--- src/rtl/assert_macros.svh ---
// Assertion macros used by the top level of the list engine.
`ifndef ASSERT_MACROS_SVH
`define ASSERT_MACROS_SVH

`ifndef SYNTHESIS
// property must hold at every clock edge outside reset
`define CLE_ASSERT(label, clk, rst_n, prop, msg) \
	label: assert property (@(posedge clk) disable iff (!rst_n) prop) else $error(msg);
// expression must never be true outside reset
`define CLE_ASSERT_NEVER(label, clk, rst_n, expr, msg) \
	label: assert property (@(posedge clk) disable iff (!rst_n) !(expr)) else $error(msg);
`else
`define CLE_ASSERT(label, clk, rst_n, prop, msg)
`define CLE_ASSERT_NEVER(label, clk, rst_n, expr, msg)
`endif

`endif

--- src/rtl/clist_pkg.sv ---
// Types, codes and pointer helpers of the circular list engine.
package clist_pkg;

	localparam int CAPACITY = 16;
	localparam int PTR_W    = (CAPACITY > 1) ? $clog2(CAPACITY) : 1;
	localparam int CNT_W    = $clog2(CAPACITY + 1);
	localparam int DATA_W   = 32;

	// command codes
	localparam logic [1:0] FN_INS_END = 2'd0;
	localparam logic [1:0] FN_INS_BEG = 2'd1;
	localparam logic [1:0] FN_DELETE  = 2'd2;
	localparam logic [1:0] FN_DISPLAY = 2'd3;

	// result status codes
	localparam logic [1:0] ST_OK        = 2'd0;
	localparam logic [1:0] ST_EMPTY     = 2'd1;
	localparam logic [1:0] ST_NOT_FOUND = 2'd2;
	localparam logic [1:0] ST_FULL      = 2'd3;

	typedef struct packed {
		logic [1:0]               func;
		logic signed [DATA_W-1:0] value;
	} cmd_t;

	typedef struct packed {
		logic [1:0]               status;
		logic signed [DATA_W-1:0] element;
		logic                     last;
	} res_t;

	typedef struct packed {
		logic              we;
		logic [PTR_W-1:0]  waddr;
		logic [DATA_W-1:0] wdata;
		logic              re;
		logic [PTR_W-1:0]  raddr;
	} mem_req_t;

	typedef struct packed {
		logic             busy;
		logic [CNT_W-1:0] count;
	} ctrl_stat_t;

	function automatic logic [PTR_W-1:0] ptr_inc(input logic [PTR_W-1:0] p);
		return (p == PTR_W'(CAPACITY - 1)) ? '0 : PTR_W'(p + 1'b1);
	endfunction

	function automatic logic [PTR_W-1:0] ptr_dec(input logic [PTR_W-1:0] p);
		return (p == '0) ? PTR_W'(CAPACITY - 1) : PTR_W'(p - 1'b1);
	endfunction

endpackage

--- src/rtl/clist_ram.sv ---
// Simple dual-port RAM, one write and one registered read per cycle.
module clist_ram #(
	parameter int DEPTH = 16,
	parameter int WIDTH = 32,
	parameter int AW    = 4
) (
	input  logic             clk,
	input  logic             we,
	input  logic [AW-1:0]    waddr,
	input  logic [WIDTH-1:0] wdata,
	input  logic             re,
	input  logic [AW-1:0]    raddr,
	output logic [WIDTH-1:0] rdata
);

	logic [WIDTH-1:0] mem [DEPTH];

	always_ff @(posedge clk) begin
		if (we) begin
			mem[waddr] <= wdata;
		end
	end

	always_ff @(posedge clk) begin
		if (re) begin
			rdata <= mem[raddr];
		end
	end

endmodule

--- src/rtl/clist_ctrl.sv ---
// Command sequencer: head/tail/count, search, compaction and display walk.
module clist_ctrl (
	input  logic                            clk,
	input  logic                            arst_n,
	input  logic                            cmd_valid,
	output logic                            cmd_stall,
	input  clist_pkg::cmd_t                 cmd,
	input  logic                            slot_free,
	output logic                            res_load,
	output clist_pkg::res_t                 res_d,
	output clist_pkg::mem_req_t             mreq,
	input  logic [clist_pkg::DATA_W-1:0]    rdata,
	output clist_pkg::ctrl_stat_t           stat
);

	typedef enum logic [3:0] {
		S_IDLE  = 4'b0001,
		S_SRCH  = 4'b0010,
		S_SHIFT = 4'b0100,
		S_DISP  = 4'b1000
	} state_t;

	state_t                          state_q, state_d;
	logic [clist_pkg::PTR_W-1:0]     head_q, head_d;
	logic [clist_pkg::PTR_W-1:0]     tail_q, tail_d;
	logic [clist_pkg::CNT_W-1:0]     count_q, count_d;
	logic [clist_pkg::PTR_W-1:0]     cur_q, cur_d;    // position of the word in rdata
	logic [clist_pkg::CNT_W-1:0]     idx_q, idx_d;    // list index of the word in rdata
	logic [clist_pkg::DATA_W-1:0]    key_q, key_d;
	logic                            accept;
	logic                            full;
	logic                            empty;
	logic                            hit;
	logic                            last_one;

	assign accept   = (state_q == S_IDLE) && cmd_valid && slot_free;
	assign cmd_stall = !((state_q == S_IDLE) && slot_free);
	assign full     = (count_q == clist_pkg::CNT_W'(clist_pkg::CAPACITY));
	assign empty    = (count_q == '0);
	assign hit      = (rdata == key_q);
	assign last_one = (clist_pkg::CNT_W'(idx_q + 1'b1) == count_q);

	always_comb begin
		state_d  = state_q;
		head_d   = head_q;
		tail_d   = tail_q;
		count_d  = count_q;
		cur_d    = cur_q;
		idx_d    = idx_q;
		key_d    = key_q;
		mreq     = '0;
		res_load = 1'b0;
		res_d    = '0;
		case (state_q)
			S_IDLE: begin
				if (accept) begin
					res_load    = 1'b1;
					res_d.last  = 1'b1;
					case (cmd.func)
						clist_pkg::FN_INS_END: begin
							if (full) begin
								res_d.status = clist_pkg::ST_FULL;
							end else begin
								mreq.we    = 1'b1;
								mreq.waddr = tail_q;
								mreq.wdata = cmd.value;
								tail_d     = clist_pkg::ptr_inc(tail_q);
								count_d    = clist_pkg::CNT_W'(count_q + 1'b1);
								res_d.status = clist_pkg::ST_OK;
							end
						end
						clist_pkg::FN_INS_BEG: begin
							if (full) begin
								res_d.status = clist_pkg::ST_FULL;
							end else begin
								mreq.we    = 1'b1;
								mreq.waddr = clist_pkg::ptr_dec(head_q);
								mreq.wdata = cmd.value;
								head_d     = clist_pkg::ptr_dec(head_q);
								count_d    = clist_pkg::CNT_W'(count_q + 1'b1);
								res_d.status = clist_pkg::ST_OK;
							end
						end
						default: begin
							// delete and display both start by reading the head
							if (empty) begin
								res_d.status = clist_pkg::ST_EMPTY;
							end else begin
								res_load   = 1'b0;
								res_d      = '0;
								mreq.re    = 1'b1;
								mreq.raddr = head_q;
								cur_d      = head_q;
								idx_d      = '0;
								key_d      = cmd.value;
								state_d    = (cmd.func == clist_pkg::FN_DELETE) ? S_SRCH : S_DISP;
							end
						end
					endcase
				end
			end
			S_SRCH: begin
				if (slot_free) begin
					if (hit && last_one) begin
						// hit on the tail entry: just drop it
						tail_d       = clist_pkg::ptr_dec(tail_q);
						count_d      = clist_pkg::CNT_W'(count_q - 1'b1);
						res_load     = 1'b1;
						res_d.status = clist_pkg::ST_OK;
						res_d.last   = 1'b1;
						state_d      = S_IDLE;
					end else if (!hit && last_one) begin
						res_load     = 1'b1;
						res_d.status = clist_pkg::ST_NOT_FOUND;
						res_d.last   = 1'b1;
						state_d      = S_IDLE;
					end else begin
						mreq.re    = 1'b1;
						mreq.raddr = clist_pkg::ptr_inc(cur_q);
						cur_d      = clist_pkg::ptr_inc(cur_q);
						idx_d      = clist_pkg::CNT_W'(idx_q + 1'b1);
						if (hit) begin
							state_d = S_SHIFT;
						end
					end
				end
			end
			S_SHIFT: begin
				if (slot_free) begin
					// move the entry one place toward the head
					mreq.we    = 1'b1;
					mreq.waddr = clist_pkg::ptr_dec(cur_q);
					mreq.wdata = rdata;
					if (last_one) begin
						tail_d       = clist_pkg::ptr_dec(tail_q);
						count_d      = clist_pkg::CNT_W'(count_q - 1'b1);
						res_load     = 1'b1;
						res_d.status = clist_pkg::ST_OK;
						res_d.last   = 1'b1;
						state_d      = S_IDLE;
					end else begin
						mreq.re    = 1'b1;
						mreq.raddr = clist_pkg::ptr_inc(cur_q);
						cur_d      = clist_pkg::ptr_inc(cur_q);
						idx_d      = clist_pkg::CNT_W'(idx_q + 1'b1);
					end
				end
			end
			S_DISP: begin
				if (slot_free) begin
					res_load      = 1'b1;
					res_d.status  = clist_pkg::ST_OK;
					res_d.element = rdata;
					res_d.last    = last_one;
					if (last_one) begin
						state_d = S_IDLE;
					end else begin
						mreq.re    = 1'b1;
						mreq.raddr = clist_pkg::ptr_inc(cur_q);
						cur_d      = clist_pkg::ptr_inc(cur_q);
						idx_d      = clist_pkg::CNT_W'(idx_q + 1'b1);
					end
				end
			end
			default: begin
				state_d = S_IDLE;
			end
		endcase
	end

	always_ff @(posedge clk or negedge arst_n) begin
		if (!arst_n) begin
			state_q <= S_IDLE;
			head_q  <= '0;
			tail_q  <= '0;
			count_q <= '0;
		end else begin
			state_q <= state_d;
			head_q  <= head_d;
			tail_q  <= tail_d;
			count_q <= count_d;
		end
	end

	always_ff @(posedge clk) begin
		cur_q <= cur_d;
		idx_q <= idx_d;
		key_q <= key_d;
	end

	assign stat.busy  = (state_q != S_IDLE);
	assign stat.count = count_q;

endmodule

--- src/rtl/circular_list_engine_core.sv ---
// Top level of the circular list engine: sequencer, list RAM and result register.
//
// Keeps an ordered list of up to CAPACITY (16) signed 32-bit values in a
// circular buffer RAM addressed by head and tail pointers. One command beat
// is taken at a time. Insert at end or beginning writes the RAM directly;
// a full list refuses the insert with status full. Delete walks the list
// from the head through the RAM read port, one entry per cycle while the
// result side does not stall, and on a hit closes the gap by moving each
// later entry one place toward the head, again one entry per cycle; every
// entry is either searched or moved once after the head read, whether the
// delete hits or misses. Display reads the head, then streams one result
// beat per cycle while the result side does not stall. Delete and display
// on an empty list answer with status empty. The registered RAM read sets
// the walk to one entry per cycle. Results leave through an output register;
// a new command is taken only while the sequencer is idle and that register
// is free or draining.
// Stalls on the result side pause the walk without losing or repeating beats.
`include "assert_macros.svh"

module circular_list_engine_core (
	input  logic             clk,
	input  logic             arst_n,
	input  logic             cmd_valid,
	output logic             cmd_stall,
	input  clist_pkg::cmd_t  cmd,
	output logic             res_valid,
	input  logic             res_stall,
	output clist_pkg::res_t  res
);

	clist_pkg::mem_req_t          mreq;
	clist_pkg::ctrl_stat_t        stat;
	clist_pkg::res_t              res_d;
	clist_pkg::res_t              res_q;
	logic [clist_pkg::DATA_W-1:0] rdata;
	logic                         res_load;
	logic                         res_valid_q;
	logic                         slot_free;

	// output register can take a new beat when empty or being taken now
	assign slot_free = !res_valid_q || !res_stall;

	clist_ctrl u_ctrl (
		.clk       (clk),
		.arst_n    (arst_n),
		.cmd_valid (cmd_valid),
		.cmd_stall (cmd_stall),
		.cmd       (cmd),
		.slot_free (slot_free),
		.res_load  (res_load),
		.res_d     (res_d),
		.mreq      (mreq),
		.rdata     (rdata),
		.stat      (stat)
	);

	clist_ram #(
		.DEPTH (clist_pkg::CAPACITY),
		.WIDTH (clist_pkg::DATA_W),
		.AW    (clist_pkg::PTR_W)
	) u_ram (
		.clk   (clk),
		.we    (mreq.we),
		.waddr (mreq.waddr),
		.wdata (mreq.wdata),
		.re    (mreq.re),
		.raddr (mreq.raddr),
		.rdata (rdata)
	);

	// result beat register
	always_ff @(posedge clk or negedge arst_n) begin
		if (!arst_n) begin
			res_valid_q <= 1'b0;
		end else if (res_load) begin
			res_valid_q <= 1'b1;
		end else if (!res_stall) begin
			res_valid_q <= 1'b0;
		end
	end

	always_ff @(posedge clk) begin
		if (res_load) begin
			res_q <= res_d;
		end
	end

	assign res_valid = res_valid_q;
	assign res       = res_q;

	`CLE_ASSERT_NEVER(a_count_range, clk, arst_n, stat.count > clist_pkg::CNT_W'(clist_pkg::CAPACITY), "entry count above capacity")
	`CLE_ASSERT_NEVER(a_no_overwrite, clk, arst_n, res_valid_q && res_stall && res_load, "result beat overwritten while stalled")
	`CLE_ASSERT(a_accept_idle, clk, arst_n, (cmd_valid && !cmd_stall) |-> !stat.busy, "command taken while busy")
	`CLE_ASSERT(a_err_is_last, clk, arst_n, (res_valid && res.status != clist_pkg::ST_OK) |-> res.last, "error beat without last")

endmodule
--- config.mk ---
export PLATFORM = sky130hd
export DESIGN_NAME = circular_list_engine_core
export DESIGN_NICKNAME = d
export VERILOG_FILES = /design/src/rtl/clist_pkg.sv /design/src/rtl/clist_ram.sv /design/src/rtl/clist_ctrl.sv /design/src/rtl/circular_list_engine_core.sv
export VERILOG_INCLUDE_DIRS = /design/src /design/src/rtl
export SDC_FILE = /design/constraint.sdc
export NUM_CORES = 1
export LEC_CHECK = 0
export BUFFER_PORTS_ARGS = -buffer_cell sky130_fd_sc_hd__buf_2
export CAP_MARGIN = 5
export CORE_MARGIN = 3
export CORE_UTILIZATION = 30
export CTS_BUF_LIST = sky130_fd_sc_hd__clkbuf_4 sky130_fd_sc_hd__clkbuf_8 sky130_fd_sc_hd__clkbuf_16
export DETAILED_ROUTE_END_ITERATION = 10
export REMOVE_ABC_BUFFERS = 1
export SKIP_LAST_GASP = 1
export SLEW_MARGIN = 10
export SYNTH_ARGS = -nofsm -noshare
export SYNTH_HDL_FRONTEND = slang
export SYNTH_SLANG_ARGS = --single-unit
--- constraint.sdc ---
create_clock -name clk -period 5.2 [get_ports clk]
set_input_delay 0.78 -clock clk [delete_from_list [all_inputs] [get_ports clk]]
set_output_delay 0.78 -clock clk [all_outputs]
set_load 0.05 [all_outputs]
==> flow_metrics.py <==
metrics = {
    "status": {
        "outcome": "completed",
    },
    "synth": {
        "netlist_instances": 1713,
        "synth_top_area_share_pct": 71.3,
        "synth_area_per_cell_um2": 15.2,
        "synth_warnings": 0,
        "synth.most_common_cell": "edfxtp_1",
        "yosys.area.top_type": "edfxtp_1",
        "yosysSeqAreaShare_pct": 73.1,
        "synth_top_flop_cell": "edfxtp_1",
        "synth_cell_type_count": 55,
        "synthArstFlopShare_pct": 2.82,
        "synth_seq_cells": 638,
        "synth_edf_count": 620,
        "synthTopCellsByArea": "edfxtp_1 (71%), nand2_1 (3.2%), and2_1 (3.1%), a211oi_1 (2.8%), mux2i_1 (2.5%)",
        "synth_area_um2": 26100,
        "synthTopCellsByCount": "edfxtp_1 (620), nand2_1 (221), and2_1 (130)",
    },
    "drt": {
        "dr.pass1.iters": 5,
        "drt-wirelength-per-cell_um": 22.4,
        "drtIter0Drc": 1463,
        "detail_route.vias_per_cell": 5.09,
        "routed_wl_mm": 67.0,
        "drc_errors": 0,
        "vias": 15300,
        "antenna_left": 0,
    },
    "sta": {
        "max_freq_ghz": 0.249,
        "timing.final.crit_share_pct": 77.2,
        "fin_crit_ns": 4.02,
        "slew_headroom_pct": 19.7,
        "fin_skew_ns": 0.0247,
        "holdWs_ns": 0.131,
        "fin_tns_setup_ns": 0,
        "finalSetupViolations": 0,
        "slew_viol_final": 0,
        "final_hold_viol_count": 0,
        "rsz0062_at_grt": "no",
        "tightest_slew_ns": 1.20,
    },
    "cts": {
        "clockBufferDepth": 3,
        "ctsRootBufferMaster": "clkbuf_16",
        "cts_made_buffers": 66,
        "cts_sinks": 638,
        "cts_resized": 0,
        "cts_tree": "built",
        "post_cts_buffers": 0,
        "cts-hold-fix-buffers": 0,
        "clk_latency_ns": 0.61,
        "clk_pin_slew_ns": 0.06,
        "htreeDepth": 3,
    },
    "critical_path": {
        "worstRegToRegCells": 10,
        "crit_family": "compound AO/OA/AOI/OAI gates",
        "cp-end-kind": "flip-flop",
        "r2r_start": "u_ctrl.state_q[2]$_DFFE_PN0P_",
        "r2r-end": "u_ram.rdata[20]$_DFFE_PP_",
        "worstPathRequired_ns": 5.55,
        "path_buf_inv": 2,
        "slowest_delay_ns": 0.59,
        "start_kind": "flip-flop",
        "slowest_stage": "buf_4",
        "critPathArrivalTime_ns": 4.36,
        "worstPathMaxFanout": 87,
        "crit_chain": "nor4b_4 -> nand3_2 -> nor2_4 -> buf_4 -> a22oi_2 -> a21oi_4 -> buf_12 -> mux2_2 -> o32ai_1 -> a221o_1",
        "path_class": "reg -> reg",
        "r2r_slack_ns": 1.18,
    },
    "global_route": {
        "grt_overflow": 0,
        "grt_pass1_wl_mm": 99.7,
        "antenna_found_initial": 12,
        "grt_max_degree": 193,
        "grt_pass1_vias": 14900,
        "grt_usage_pct": 14.7,
    },
    "final_layout": {
        "regArea_um2": 19100,
        "fin_nets": 1846,
        "fillCellCount": 8160,
        "multi_input_area_um2": 6630,
        "area_growth_pct": 15.4,
        "layoutNonFillerInstCount": 2995,
        "drive_gt1_share_pct": 15.7,
    },
    "power": {
        "ir_worst_vdd_mv": 0.436,
        "power.leakage_nw": 10.1,
        "power_density_nw_per_um2": 546,
    },
    "die": {
        "dieHeight_um": 301,
        "initial_utilization_pct": 30.5,
        "rows": 107,
        "die-area_um2": 90600,
        "ioPinCount": 75,
        "die_w_um": 301,
        "coreArea_um2": 85700,
    },
    "place": {
        "dp.cells": 2872,
        "hpwlAfterDp_mm": 37.4,
        "portBuffers": 74,
        "gp_congestion": 0.793,
    },
    "min_path": {
        "hold_class": "in -> async",
    },
    "flow_run": {
        "cap_violations": 0,
    },
}
-- metrics by stage --
stage	power [mW]	utilization (%)	setup WS, ns	instance area, um2
after floorplan	10.6	-	-4.59	25600
after global placement	11.9	32.6	1.08	28000
after detailed placement	12.0	32.7	0.955	28000
after CTS	16.6	35.2	1.21	30100
after global routing	17.3	35.2	1.01	30100
final	16.5	35.2	1.18	30100
-- flip-flops by register name, summed over array words and instances (netlist names), 5 cells and up --
signal,count
res,35
u_ctrl.count_q,5
u_ram.mem,512
u_ctrl.idx_q,5
u_ram.rdata,32
u_ctrl.key_q,32
-- power breakdown --
group | leakage [nW] | internal, mW | total (mW) | switching, mW
Clock | 1.06 | 2.61 | 4.56 | 1.95
Combinational | 3.10 | 1.76 | 5.02 | 3.26
Sequential | 5.94 | 6.47 | 6.87 | 0.403
-- layout by cell type (no fill, tap or decap), drive strengths merged, types with 4 or more instances in the layout --
| master | Yosys | layout |
|---|---|---|
| inv | 16 | 19 |
| a31oi | 68 | 68 |
| nand2b | 4 | 4 |
| xnor2 | 12 | 12 |
| and3 | 34 | 34 |
| a21oi | 20 | 20 |
| a221o | 32 | 32 |
| buf | 47 | 116 |
| and2 | 130 | 130 |
| o32ai | 33 | 33 |
| nand2 | 221 | 221 |
| xor2 | 38 | 38 |
| o21ai | 13 | 13 |
| clkbuf | 54 | 84 |
| ha | 11 | 11 |
| clkinv | 0 | 31 |
| mux2i | 66 | 66 |
| dfrtp | 17 | 17 |
| a211oi | 96 | 96 |
| o211ai | 4 | 4 |
| a21o | 5 | 5 |
| a22o | 34 | 34 |
| a22oi | 4 | 4 |
| nor2 | 47 | 47 |
| nand3 | 6 | 6 |
| mux2 | 40 | 40 |
| edfxtp | 620 | 620 |
| nor4 | 9 | 9 |
-- how the worst max path moves through the flow --
stage | from | endpoint | slack, ns | cells after the start
floorplan | res_valid$_DFFE_PN0P_ | u_ram.rdata[0]$_DFFE_PP_ | -4.59 | 7
global placement | res_stall | u_ram.mem[5][22]$_DFFE_PP_ | 1.08 | 8
detailed placement | res_stall | u_ram.rdata[20]$_DFFE_PP_ | 0.95 | 11
CTS | u_ctrl.state_q[2]$_DFFE_PN0P_ | u_ram.mem[5][13]$_DFFE_PP_ | 1.21 | 7
global route | u_ctrl.state_q[2]$_DFFE_PN0P_ | u_ram.rdata[2]$_DFFE_PP_ | 1.01 | 10
finish | u_ctrl.state_q[2]$_DFFE_PN0P_ | u_ram.rdata[20]$_DFFE_PP_ | 1.18 | 10
-- layout make-up --
type	instances	share of cell area (%)
Clock inverter	37	0.876
Clock buffer	84	6.07
Antenna cell	2	0.0166
Timing Repair Buffer	116	2.78
Sequential cell	638	63.3
Inverter	16	0.199
Tap cell	1144	4.75
Multi-Input combinational cell	958	22.0
-- worst reg2reg max path: stages (launching register included) --
cell and delay, ns:
dfrtp_1 0.51, nor4b_4 0.49, nand3_2 0.21, nor2_4 0.16, buf_4 0.59, a22oi_2 0.21, a21oi_4 0.51, buf_12 0.45
mux2_2 0.27, o32ai_1 0.09, a221o_1 0.30
-- per-layer routing --
metal  GRT usage, %  part of all wire, %  vias to the layer above
li1               -                    -                     6776
met1           21.5                   46                     7834
met2           22.7                   46                      541
met3           2.69                  6.5                      106
met4           3.40                  1.9                        2
met5              0                0.019                        -
-- kinds of logic (layout without fill, tap and decap cells) --
kind of cell	after synthesis	in the layout	synth area share, %
flip-flops	638	638	73.1
AND/OR/NAND/NOR	468	468	8.78
AO/OA/AOI/OAI	321	321	9.30
buffers and inverters	117	253	2.23
multiplexers	106	106	4.26
XOR/XNOR	51	51	1.76
adder cells (fa/ha/maj)	12	12	0.604
other	0	2	0
(Power assumes the default switching activity.)
